--- src/sba_pkg.sv ---
package sba_pkg;

	localparam int unsigned AddrWidth   = 32;
	localparam int unsigned HostWidth   = 30;
	localparam int unsigned PrefixWidth = 5;
	localparam int unsigned Log2Width   = 5;
	localparam int unsigned QueueDepth  = 4;
	localparam int unsigned QueuePtrW   = $clog2(QueueDepth);

	localparam logic [AddrWidth-1:0] BaseReset = 32'd201326592;

	// One classified request on its way from the front to the back.
	typedef struct packed {
		logic [Log2Width-1:0] size_log2;
	} sba_req_t;

endpackage

--- src/sba_front.sv ---
module sba_front (
	input  logic [sba_pkg::HostWidth-1:0] host_count,
	output sba_pkg::sba_req_t             req
);
	import sba_pkg::*;

	logic [HostWidth:0]   need;
	logic [Log2Width-1:0] top_bit;

	// Block log2 is one above the leading one of host_count + 2.
	assign need = {1'b0, host_count} + (HostWidth+1)'(2);

	always_comb begin
		top_bit = '0;
		for (int i = 0; i <= HostWidth; i++) begin
			if (need[i]) begin
				top_bit = Log2Width'(i);
			end
		end
	end

	assign req.size_log2 = top_bit + Log2Width'(1);

endmodule

--- src/sba_queue.sv ---
module sba_queue (
	input  logic              clk,
	input  logic              arst_n,
	input  logic              push,
	input  sba_pkg::sba_req_t push_req,
	output logic              full,
	input  logic              pop,
	output sba_pkg::sba_req_t pop_req,
	output logic              empty
);
	import sba_pkg::*;

	sba_req_t             slot_q [QueueDepth];
	logic [QueuePtrW-1:0] wr_ptr_q;
	logic [QueuePtrW-1:0] rd_ptr_q;
	logic [QueuePtrW:0]   count_q;

	assign full    = (count_q == (QueuePtrW+1)'(QueueDepth));
	assign empty   = (count_q == '0);
	assign pop_req = slot_q[rd_ptr_q];

	always_ff @(posedge clk) begin
		if (push) begin
			slot_q[wr_ptr_q] <= push_req;
		end
	end

	always_ff @(posedge clk or negedge arst_n) begin
		if (!arst_n) begin
			wr_ptr_q <= '0;
			rd_ptr_q <= '0;
			count_q  <= '0;
		end else begin
			if (push) begin
				wr_ptr_q <= wr_ptr_q + QueuePtrW'(1);
			end
			if (pop) begin
				rd_ptr_q <= rd_ptr_q + QueuePtrW'(1);
			end
			case ({push, pop})
				2'b10:   count_q <= count_q + (QueuePtrW+1)'(1);
				2'b01:   count_q <= count_q - (QueuePtrW+1)'(1);
				default: count_q <= count_q;
			endcase
		end
	end

endmodule

--- src/sba_back.sv ---
module sba_back (
	input  logic                            clk,
	input  logic                            arst_n,
	input  logic                            base_address_wen,
	input  logic [sba_pkg::AddrWidth-1:0]   base_address,
	input  logic                            req_valid,
	input  sba_pkg::sba_req_t               req,
	output logic                            req_take,
	output logic                            out_valid,
	input  logic                            out_ready,
	output logic [sba_pkg::AddrWidth-1:0]   network_address,
	output logic [sba_pkg::PrefixWidth-1:0] prefix_length,
	output logic [sba_pkg::AddrWidth-1:0]   first_host,
	output logic [sba_pkg::AddrWidth-1:0]   last_host,
	output logic [sba_pkg::AddrWidth-1:0]   broadcast_address,
	output logic                            exhausted
);
	import sba_pkg::*;

	logic [AddrWidth:0]   next_free_q;
	logic [AddrWidth:0]   size_mask;
	logic [AddrWidth:0]   rounded;
	logic [AddrWidth:0]   aligned;
	logic [AddrWidth:0]   bcast;
	logic                 no_room;
	logic                 out_valid_q;

	// Block sizes divide 2^32, so an aligned start below 2^32 always fits.
	assign size_mask = ((AddrWidth+1)'(1) << req.size_log2) - (AddrWidth+1)'(1);
	assign rounded   = next_free_q + size_mask;
	assign aligned   = rounded & ~size_mask;
	assign bcast     = aligned | size_mask;
	assign no_room   = aligned[AddrWidth];

	assign req_take  = req_valid && (!out_valid_q || out_ready);
	assign out_valid = out_valid_q;

	always_ff @(posedge clk or negedge arst_n) begin
		if (!arst_n) begin
			out_valid_q <= 1'b0;
			next_free_q <= {1'b0, BaseReset};
		end else begin
			if (req_take) begin
				out_valid_q <= 1'b1;
			end else if (out_ready) begin
				out_valid_q <= 1'b0;
			end
			if (base_address_wen) begin
				next_free_q <= {1'b0, base_address};
			end else if (req_take && !no_room) begin
				next_free_q <= bcast + (AddrWidth+1)'(1);
			end
		end
	end

	always_ff @(posedge clk) begin
		if (req_take) begin
			exhausted <= no_room;
			if (no_room) begin
				network_address   <= '0;
				prefix_length     <= '0;
				first_host        <= '0;
				last_host         <= '0;
				broadcast_address <= '0;
			end else begin
				network_address   <= aligned[AddrWidth-1:0];
				prefix_length     <= PrefixWidth'(6'd32 - {1'b0, req.size_log2});
				first_host        <= aligned[AddrWidth-1:0] | AddrWidth'(1);
				last_host         <= bcast[AddrWidth-1:0] & ~AddrWidth'(1);
				broadcast_address <= bcast[AddrWidth-1:0];
			end
		end
	end

endmodule

--- src/subnet_block_allocator.sv ---
// Subnet block allocator: each item asks for a subnet holding host_count hosts and
// receives one result item with the network address, prefix length, first and last
// host and broadcast address of a power-of-two block, the smallest strictly larger
// than host_count + 2. Blocks are handed out upward from a running next-free
// address, each aligned to its own size over the full 32-bit space; a request that
// would run past 255.255.255.255 returns exhausted = 1 with all other fields zero
// and allocates nothing. Writing base_address restarts allocation at that address;
// write it only while no item is in flight. One item is taken per cycle while the
// queue is not full: the front finds the block size with a leading-one detect, a
// four-entry queue separates it from the back, and the back does the round-up and
// advance against next_free combinationally and registers the result, holding it
// until the output side is ready.
module subnet_block_allocator (
	input  logic                            clk,
	input  logic                            arst_n,
	input  logic                            base_address_wen,
	input  logic [sba_pkg::AddrWidth-1:0]   base_address,
	input  logic                            in_valid,
	output logic                            in_ready,
	input  logic [sba_pkg::HostWidth-1:0]   host_count,
	output logic                            out_valid,
	input  logic                            out_ready,
	output logic [sba_pkg::AddrWidth-1:0]   network_address,
	output logic [sba_pkg::PrefixWidth-1:0] prefix_length,
	output logic [sba_pkg::AddrWidth-1:0]   first_host,
	output logic [sba_pkg::AddrWidth-1:0]   last_host,
	output logic [sba_pkg::AddrWidth-1:0]   broadcast_address,
	output logic                            exhausted
);
	import sba_pkg::*;

	sba_req_t in_req;
	sba_req_t q_req;
	logic     q_full;
	logic     q_empty;
	logic     q_pop;

	// Classify the incoming item: block size only, no state needed.
	sba_front u_front (
		.host_count (host_count),
		.req        (in_req)
	);

	// Hold classified items until the back can take them.
	assign in_ready = !q_full;

	sba_queue u_queue (
		.clk      (clk),
		.arst_n   (arst_n),
		.push     (in_valid && !q_full),
		.push_req (in_req),
		.full     (q_full),
		.pop      (q_pop),
		.pop_req  (q_req),
		.empty    (q_empty)
	);

	// Allocate against next_free and present the result.
	sba_back u_back (
		.clk               (clk),
		.arst_n            (arst_n),
		.base_address_wen  (base_address_wen),
		.base_address      (base_address),
		.req_valid         (!q_empty),
		.req               (q_req),
		.req_take          (q_pop),
		.out_valid         (out_valid),
		.out_ready         (out_ready),
		.network_address   (network_address),
		.prefix_length     (prefix_length),
		.first_host        (first_host),
		.last_host         (last_host),
		.broadcast_address (broadcast_address),
		.exhausted         (exhausted)
	);

endmodule
--- config.mk ---
export PLATFORM = sky130hd
export DESIGN_NAME = subnet_block_allocator
export DESIGN_NICKNAME = d
export VERILOG_FILES = /design/src/sba_pkg.sv /design/src/sba_front.sv /design/src/sba_queue.sv /design/src/sba_back.sv /design/src/subnet_block_allocator.sv
export SDC_FILE = /design/constraint.sdc
export NUM_CORES = 1
export LEC_CHECK = 0
export ABC_CLOCK_PERIOD_IN_PS = 11860
export BUFFER_PORTS_ARGS = -buffer_cell sky130_fd_sc_hd__buf_2
export CAP_MARGIN = 0
export CORE_MARGIN = 1.5
export CORE_UTILIZATION = 35
export CTS_CLUSTER_DIAMETER = 40
export DETAILED_ROUTE_END_ITERATION = 8
export HOLD_SLACK_MARGIN = 0.02
export PLACE_DENSITY = 0.58
export SLEW_MARGIN = 25
export SYNTH_ARGS = -nofsm -noshare
export SYNTH_HDL_FRONTEND = slang
export SYNTH_SLANG_ARGS = --single-unit
--- constraint.sdc ---
create_clock -name clk -period 11.86 [get_ports clk]
set_input_delay 1.779 -clock clk [delete_from_list [all_inputs] [get_ports clk]]
set_output_delay 1.779 -clock clk [all_outputs]
set_load 0.05 [all_outputs]
# After elaboration in Yosys (flattened, before gate mapping)
# Memories as Yosys holds them, arrays and structs flattened.
# Cells that the tools add are included.
[word_totals] ff_bits=175 elab_cells=81 ramBits=20 output_inout_bits=136 input_bits=67 mem_count=1
[classes] reduce_logical=12 shift=1 addsub=10 n_bitwise=3 mux=38 n_eq_ne=3
[memory_table] name="u_queue.slot_q" depth=4 word_bits=5 read_ports=1 rd_clocked_by_memory_dff=0 wr=1 line="sba_queue.sv:13" rtl="sba_req_t slot_q [QueueDepth];"
[ops] cell="2-to-1 mux 5 bit" n=15
[ops] cell="2-to-1 mux 33 bit" n=2
[ops] cell="adder 33 x 1 -> 33 bit, second input constant" n=1
[ops] cell="adder 33 bit" n=1
[ops] cell="bitwise AND 33 bit" n=1
[ops] cell="NOT 33 bit" n=1
[ops] cell="bitwise OR 33 bit" n=1
[ops] cell="<< shifter 1 x 5 -> 33 bit, first input constant" n=1
[ops] cell="subtractor 33 x 2 -> 33 bit, second input constant" n=1
[ops] cell="2-to-1 mux 4 bit" n=8
[ops] cell="adder 30 x 2 -> 31 bit, second input constant" n=1
[ops] cell="2-to-1 mux 3 bit" n=4
[ops] cell="2-to-1 mux 1 bit" n=6
[ops] cell="one-hot mux 3 bit (2 select lines)" n=1
[ops] cell="nonzero test 2 bit" n=3
[ops] cell="adder 5 x 1 -> 5 bit, second input constant" n=1
[ops] cell="subtractor 1 x 5 -> 5 bit, first input constant" n=1
[ops] cell="adder 2 x 1 -> 2 bit, second input constant" n=2
[ops] cell="logical NOT 1 bit" n=4
[ops] cell="2-to-1 mux 2 bit" n=2
[ops] cell="adder 3 x 1 -> 3 bit, second input constant" n=1
[ops] cell="equality test 3 bit, second input constant" n=1
[ops] cell="logical AND 1 bit" n=3
[ops] cell="logical NOT 3 bit" n=1
[ops] cell="4 further kinds" n=4

# Logic depth before layout (Yosys ltp)
# Gate-level depths: netlist (run 1).
[depth] ltp_word=32 mapped_depth=30 mapped_depth_nobuf=24

# Hierarchy
# From an unflattened synthesis (run 1), not the netlist that was laid out.
[hier_totals] hier_cells=1301 area_unflattened_um2=11367.2
[modules_own_cells] module="sba_back" n_inst=1 area_each_um2=8642.0 cells_per_inst=1000 seq_area_each_um2=2985.4
[modules_own_cells] module="sba_front" n_inst=1 area_each_um2=1587.8 cells_per_inst=235 seq_area_each_um2=0.0
[modules_own_cells] module="sba_queue" n_inst=1 area_each_um2=1123.6 cells_per_inst=63 seq_area_each_um2=775.7
[modules_own_cells] module="subnet_block_allocator" n_inst=1 area_each_um2=13.8 cells_per_inst=3 seq_area_each_um2=0.0

# Worst setup path before layout (run 1)
# OpenSTA, ideal clock, no wires.
[synth_timing] path_kind="input to register" startpoint="input port out_ready" endpoint="register u_queue.count_q[2]" path_stages=8 setup_ps=79 arrival_time_ps=6890 slack_ps=4891 n_path_buf=0 t_required_ps=11781 cell_sequence="inv_1 -> a21oi_1 -> ha_1 -> inv_1 -> fa_1 -> xor2_1 -> nor2_1 -> xor2_1"
[synth_via] elab_chain_len=4 elab_cells_between_ends=6 classes_between="eq/ne (2); mux (1); reduce/logical (3)"
[synth_rtl] element="from (decl)" line="subnet_block_allocator.sv:22" rtl="input logic out_ready,"
[synth_rtl] element="logical OR 1 bit *" line="sba_back.sv:35" rtl="assign req_take = req_valid && (!out_valid_q || out_ready);"
[synth_rtl] element="logical AND 1 bit *" line="sba_back.sv:35"
[synth_rtl] element="named net q_pop" line="subnet_block_allocator.sv:36" rtl="logic q_pop;"
[synth_rtl] element="equality test 2 x 1 -> 1 bit / equality test 2 bit (equally long branches)" line="sba_queue.sv:40" rtl="case ({push, pop})"
[synth_rtl] element="one-hot mux 3 bit (2 select lines) / nonzero test 2 bit (equally long branches)"
[synth_rtl] element="to (signal assigned)" line="sba_queue.sv:41" rtl="2'b10: count_q <= count_q + (QueuePtrW+1)'(1);"
[synth_rtl] element="to (signal assigned)" line="sba_queue.sv:42" rtl="2'b01: count_q <= count_q - (QueuePtrW+1)'(1);"
[synth_rtl] element="to (signal assigned)" line="sba_queue.sv:43" rtl="default: count_q <= count_q;"
[synth_rtl] element="to (decl)" line="sba_queue.sv:16" rtl="logic [QueuePtrW:0] count_q;"
# The timed path passes the listed nets; every way through them passes the cells marked *.
# A chain may end at the register's enable or synchronous reset.

==> results of run 1 <==
==> cell type report <==
cell class	count	area, um2
inverters	53	199
fillers	3298	19500
clock inverters	14	201
clock buffers	18	429
multi-input cells	1021	6760
flip-flops and latches	132	3760
repair buffers	207	1060
well taps	442	553
==> worst max-delay path by stage <==
stage                                        end  slack, ns  depth (start not counted)
after floorplan               u_queue.count_q[2]       4.89                          8
after global placement    u_back.next_free_q[25]       3.24                         23
after detailed placement  u_back.next_free_q[25]       3.08                         23
after CTS                 u_back.next_free_q[25]       3.03                         23
after global routing      u_back.next_free_q[26]       2.25                         23
final                     u_back.next_free_q[25]       2.92                         22
==> Yosys cell counts (5+ instances only) <==
cell	number	area, um2
xor2_1	35	307
and3_1	20	125
mux2i_1	11	110
a21o_1	16	120
a31oi_1	19	119
nor2b_1	9	56.3
nor3_1	65	325
or2_2	16	100
and4_1	7	61.3
a211oi_1	15	113
o21bai_1	10	75.1
nand2_1	125	469
buf_4	66	495
and4b_1	7	70.1
edfxtp_1	91	2730
or3_1	19	119
inv_1	51	191
o221ai_1	5	43.8
xnor2_1	40	350
mux4_2	5	113
o21ai_1	6	30.0
nand3b_1	5	37.5
and2_1	28	175
mux2_2	15	169
o22ai_1	6	37.5
a221oi_1	9	78.8
nor4_1	13	81.3
o31ai_1	9	67.6
nor2_1	97	364
nand2b_1	16	100
o21ai_0	78	390
o211ai_1	13	97.6
ha_1	47	588
clkbuf_1	59	221
a21oi_1	82	410
nand4_1	17	106
dfrtp_1	39	976
nand3_1	37	185
nor3b_1	14	105
==> sequential cells by signal, indices dropped and copies added, names as in the netlist <==
name	cells
u_back.next_free_q	33
u_back.broadcast_address	32
u_back.first_host	32
u_queue.slot_q	20
u_back.prefix_length	5
u_queue.count_q	3
u_queue.rd_ptr_q	2
u_queue.wr_ptr_q	2
u_back.exhausted	1
u_back.network_address	1
u_back.out_valid	1
==> metal layers <==
layer / vias to the layer above / wire (um) / track usage, %
met1: 4839 / 15000 / 25.4
met5: - / 0 / 0
met4: 0 / 562 / 5.74
met3: 33 / 1380 / 2.94
li1: 5058 / - / -
met2: 244 / 15100 / 31.3
==> through the flow <==
| step | worst slack [ns] | util (%) | area (um2) | hold WS, ns | cells |
|---|---|---|---|---|---|
| 6_report | 2.92 | 39.9 | 13000 | 0.494 | 1887 |
| 5_1_grt | 2.25 | 39.9 | 13000 | 0.513 | 1887 |
| 4_1_cts | 3.03 | 39.9 | 13000 | 0.494 | 1887 |
| 3_5_place_dp | 3.08 | 38.0 | 12300 | 0.482 | 1855 |
| 3_3_place_gp | 3.24 | 38.0 | 12300 | 0.484 | 1855 |
| 2_1_floorplan | 4.89 | - | 11500 | 0.464 | 1341 |
==> placed cells by master (no fill, tap or decap), drive strengths merged, types with 19 or more instances in the layout <==
master  count
and2       30
or3        19
a21oi      82
nand2     126
dfrtp      39
nand3      38
nor2       98
or2        20
a31oi      19
and3       20
o21ai      85
ha         47
nor3       66
xor2       35
buf       207
inv        55
xnor2      40
edfxtp     91
==> cell families (layout without fill, tap and decap cells) <==
group | after synthesis | count (layout)
AOI/OAI and AO/OA | 341 | 341
buffers and inverters | 188 | 292
adders and majority gates | 50 | 50
and+or+nand+nor | 521 | 521
muxes | 33 | 33
DFF | 132 | 132
other | 1 | 1
xor gates and xnor gates | 75 | 75
==> run_results.csv, run 1 <==
group,metric,value,unit
finish,diodes,0,
finish,areaGrowthSynthToFinish,12.8,%
timing,setup_tns,0,ns
logic_synthesis,synthAdderAreaFrac,5.56,%
die,ios,203,
logic_synthesis,ys_ff_latch,132,
hold_path,hp-start,"u_queue.count_q[2]",
die,die_x,184,um
logic_synthesis,synth_top_family_by_area,"simple AND/OR/NAND/NOR gates",
clocking,clk_path_buf_depth,2,
timing,slew_violations,0,
clocking,htreeDepth,4,
drt,viasPerCell,5.39,
clocking,numCtsBuffers,17,
hold_path,hold_path.class,"flip-flop to flip-flop",
timing,clock.fmax,0.112,GHz
worst_setup_path,critPathLaunch,"u_queue.rd_ptr_q[0]",
worst_setup_path,reg2regPathDepth,22,
finish,fin_nets,1548,
finish,drive_gt1_share,21.4,%
hold_path,min_to,"u_queue.count_q[2]",
hold_path,hold_depth,1,
global_route,grt_pass1_vias,9410,
global_route,grt_usage,18.9,%
die,rows,66,
worst_setup_path,cp_cell_sequence,"mux4_2, inv_1, ha_1, ha_1, nand2_1, nor3_1, nor2_1, ha_1, o21a_1, and2_1, a211oi_2, ha_1, nand2_1, o211ai_1, a221o_1, a211oi_1, or4b_2, mux2_2, o21ai_2, and2_1, nand2b_1, o221ai_1",
placement,place_congestion,0.927,
timing,tightest_slew,0.989,ns
die,initial_utilization,35.4,%
drt,vias,10200,
drt,wire_per_inst,17.0,um
global_route,grt_max_degree,62,
logic_synthesis,yosysWarnings,0,
worst_setup_path,critPathRequiredTime,12.20,ns
clocking,cts_hold_buf,0,
drt,wl,32000,um
logic_synthesis,synthArstFlopShare,31.1,%
worst_setup_path,cp_num_buf_inv,1,
logic_synthesis,syn_area,0.0115,mm2
worst_setup_path,arrival,9.28,ns
drt,drt-initial-drc-count,759,
logic_synthesis,synth_edf_count,91,
logic_synthesis,synthSimpleGateAreaFrac,24.0,%
worst_setup_path,critPathSlowestCell,"and2_1",
worst_setup_path,cp-end-kind,"flip-flop",
placement,numPortBuffers,200,
job,cap_violations,0,
timing,relSlewSlack,33.9,%
global_route,antenna_found_initial,0,
worst_setup_path,crit_path_max_incr_delay,0.86,ns
clocking,ctsResizeCount,0,
drt,drc,0,
die,die_h,184,um
timing,period_share,75.4,%
worst_setup_path,worst-setup-path-type,"flip-flop to flip-flop",
die,core_area,0.0325,mm2
clocking,clk_pin_slew_worst_paths,0.07,ns
logic_synthesis,syn_nets,1457,
drt,ant_nets,0,
global_route,grt_pass1_wl,50400,um
logic_synthesis,synthCells,1341,
clocking,cts_sinks,132,
global_route,gr-total-overflow,0,
logic_synthesis,ys.flop_type,"edfxtp_1",
clocking,post_cts_buffers,0,
worst_setup_path,cp_top_family,"simple AND/OR/NAND/NOR gates",
logic_synthesis,synthMuxAreaShare,3.67,%
worst_setup_path,cp-start-kind,"flip-flop",
placement,dpl.hpwl,24100,um
logic_synthesis,synth_compound_area_share,19.7,%
clocking,root_buffer,"clkbuf_16",
timing,period_needed,8.94,ns
logic_synthesis,ys_seq_area_share,32.8,%
worst_setup_path,regToRegSetupSlack,2.92,ns
logic_synthesis,synth_cell_types,102,
die,die_area,0.0339,mm2
status,outcome,"completed",
timing,finalHoldViolCount,0,
logic_synthesis,yosys.area_share.xor_xnor,5.72,%
timing,rsz0062_at_grt,"false",
worst_setup_path,r2r_end,"u_back.next_free_q[25]",
clocking,cts_tree,"built",
timing,finalSetupViolCount,0,
timing,fin_worst_skew,0.0138,ns
clocking,clkLatencyLatePin,0.43,ns
worst_setup_path,worstReg2RegStart,"u_queue.rd_ptr_q[0]",
logic_synthesis,syn_area_per_cell,8.56,um2
worst_setup_path,crit_top_cell,"ha_1",
worst_setup_path,crit_fanout,16,
drt,first_pass_iters,5,
Power of run 1 is not shown: default switching activity piles up to over one toggle a cycle in this logic, so the estimate is an artifact.
==> inputs of run 2 (changes only) <==
Settings changed: ABC_CLOCK_PERIOD_IN_PS 11860 to 8680.
Clock period 11.86 ns to 8.68 ns, I/O delays scaled along.
==> run_results.csv, run 2 (synthesis results as in run 1) <==
group,metric,value,unit
status,outcome,"completed",
drt,wl_met1,15200,um
clocking,cts_tree,"built",
hold_path,min_to,"u_queue.count_q[2]",
worst_setup_path,worstReg2RegStart,"u_queue.rd_ptr_q[0]",
drt,viasPerCell,5.43,
clocking,cts_sinks,132,
hold_path,hold_depth,1,
placement,numPortBuffers,200,
clocking,numCtsBuffers,17,
worst_setup_path,crit_fanout,15,
timing,period_share,88.8,%
hold_path,hold_path.class,"flip-flop to flip-flop",
hold_path,hp-start,"u_queue.count_q[2]",
drt,top_layer_used,"met4",
global_route,gr-total-overflow,0,
finish,fin_nets,1568,
drt,drt-initial-drc-count,597,
die,initial_utilization,35.4,%
worst_setup_path,cp-start-kind,"flip-flop",
global_route,antenna_found_initial,0,
timing,slew_violations,0,
die,ios,203,
clocking,root_buffer,"clkbuf_16",
die,die_h,184,um
placement,place_congestion,0.915,
timing,rsz0062_at_grt,"false",
clocking,clk_path_buf_depth,2,
clocking,cts_hold_buf,0,
die,die_x,184,um
global_route,grt_pass1_vias,9368,
timing,finalWorstSetupSlack,0.975,ns
finish,regMostFlops,"u_back.next_free_q",
clocking,htreeDepth,4,
global_route,grt_pass1_wl,50400,um
worst_setup_path,arrival,8.03,ns
worst_setup_path,regToRegSetupSlack,0.98,ns
worst_setup_path,worst-setup-path-type,"flip-flop to flip-flop",
worst_setup_path,r2r_end,"u_back.next_free_q[29]",
timing,clock.fmax,0.130,GHz
worst_setup_path,cp-end-kind,"flip-flop",
finish,final_common_cell,"buf_2",
drt,ant_nets,0,
finish,diodes,0,
finish,fill_cells,3278,
drt,drc,0,
timing,finalSetupViolCount,0,
global_route,grt_max_degree,62,
finish,largest_register_ffs,33,
drt,vias,10300,
worst_setup_path,critPathLaunch,"u_queue.rd_ptr_q[0]",
global_route,grt_usage,18.9,%
clocking,clk_pin_slew_worst_paths,0.06,ns
finish,final_cell_mix,"buf_2, nand2_1, nor2_1",
timing,finalHoldViolCount,0,
drt,first_pass_iters,5,
placement,preCtsSetupSlack,0.620,ns
finish,reg.largest.list,"u_back.next_free_q: 33 flops, u_back.broadcast_address: 32 flops, u_back.first_host: 32 flops",
placement,dpl.hpwl,24800,um
drt,wire_per_inst,17.0,um
timing,setup_tns,0,ns
drt,wl_met3,1440,um
drt,dr_wl_met2,15300,um
timing,period_needed,7.70,ns
timing,tightest_slew,0.933,ns
worst_setup_path,critPathRequiredTime,9.01,ns
clocking,clkLatencyLatePin,0.43,ns
timing,relSlewSlack,37.7,%
timing,fin_worst_skew,0.0121,ns
worst_setup_path,reg2regPathDepth,23,
job,cap_violations,0,
die,die_area,0.0339,mm2
finish,drive_gt1_share,22.5,%
die,core_area,0.0325,mm2
die,rows,66,
drt,wl,32400,um
finish,areaGrowthSynthToFinish,14.7,%
-- run 2: cell types whose count changed in the layout (fill, tap and decap cells not counted), moves of 2 or more --
cell,before,now
bufinv_16,4,6
buf_12,0,2
buf_4,8,26
inv_6,3,0
clkinv_1,1,3
-- run 2: worst max-delay path by stage --
| stage | end | slack, ns | depth (start not counted) |
|---|---|---|---|
| 6_report | u_back.next_free_q[29] | 0.98 | 23 |
| 2_1_floorplan | u_queue.count_q[2] | 2.19 | 8 |
| 3_3_place_gp | u_back.next_free_q[29] | 0.82 | 23 |
| 3_5_place_dp | u_back.next_free_q[29] | 0.62 | 23 |
| 4_1_cts | u_back.next_free_q[29] | 0.56 | 23 |
| 5_1_grt | u_back.next_free_q[29] | 0.18 | 23 |
-- run 2: layout make-up --
cell class | count | area [um2] | area share [%]
clock inverters | 14 | 235 | 1.79
inverters | 53 | 199 | 1.51
well taps | 442 | 553 | 4.20
repair buffers | 227 | 1230 | 9.35
flip-flops and latches | 132 | 3760 | 28.6
multi-input cells | 1021 | 6760 | 51.4
clock buffers | 17 | 425 | 3.23
-- run 2: worst max-delay path, stage by stage, from the launching register on --
cell	delay, ns
dfrtp_1	0.68
mux4_2	0.62
inv_1	0.12
ha_2	0.37
ha_1	0.27
nand2_1	0.08
nor3_1	0.29
nor2_1	0.18
ha_1	0.35
o21a_1	0.31
and2_1	0.29
or2_2	0.34
ha_1	0.42
a21oi_1	0.40
o21ai_0	0.27
a2111oi_0	0.49
nand3_1	0.21
a21boi_0	0.29
nor3_1	0.13
a2111oi_2	0.45
nand4_1	0.35
nor3b_1	0.32
xor2_1	0.10
a221oi_1	0.28
-- run 2: repair_timing --
item                                    in CTS  in global routing
setup buffers                                0                  0
resized for setup                            0                  2
endpoints found under the setup margin       0                  5
-- run 2: per-layer routing --
metal / up-vias / GRT usage (%)
met2: 280 / 31.6
met3: 21 / 2.53
met5: - / 0
li1: 5111 / -
met4: 0 / 5.05
met1: 4937 / 25.5
-- run 2: metrics by stage --
step	hold WS, ns	std cells	util, %	instance area [um2]
after CTS	0.496	1906	40.6	13200
after global routing	0.522	1906	40.6	13200
after floorplan	0.464	1341	-	11500
final	0.498	1906	40.6	13200
after detailed placement	0.484	1875	38.5	12500
after global placement	0.482	1875	38.5	12500
Power of run 2 is left out for the same reason.
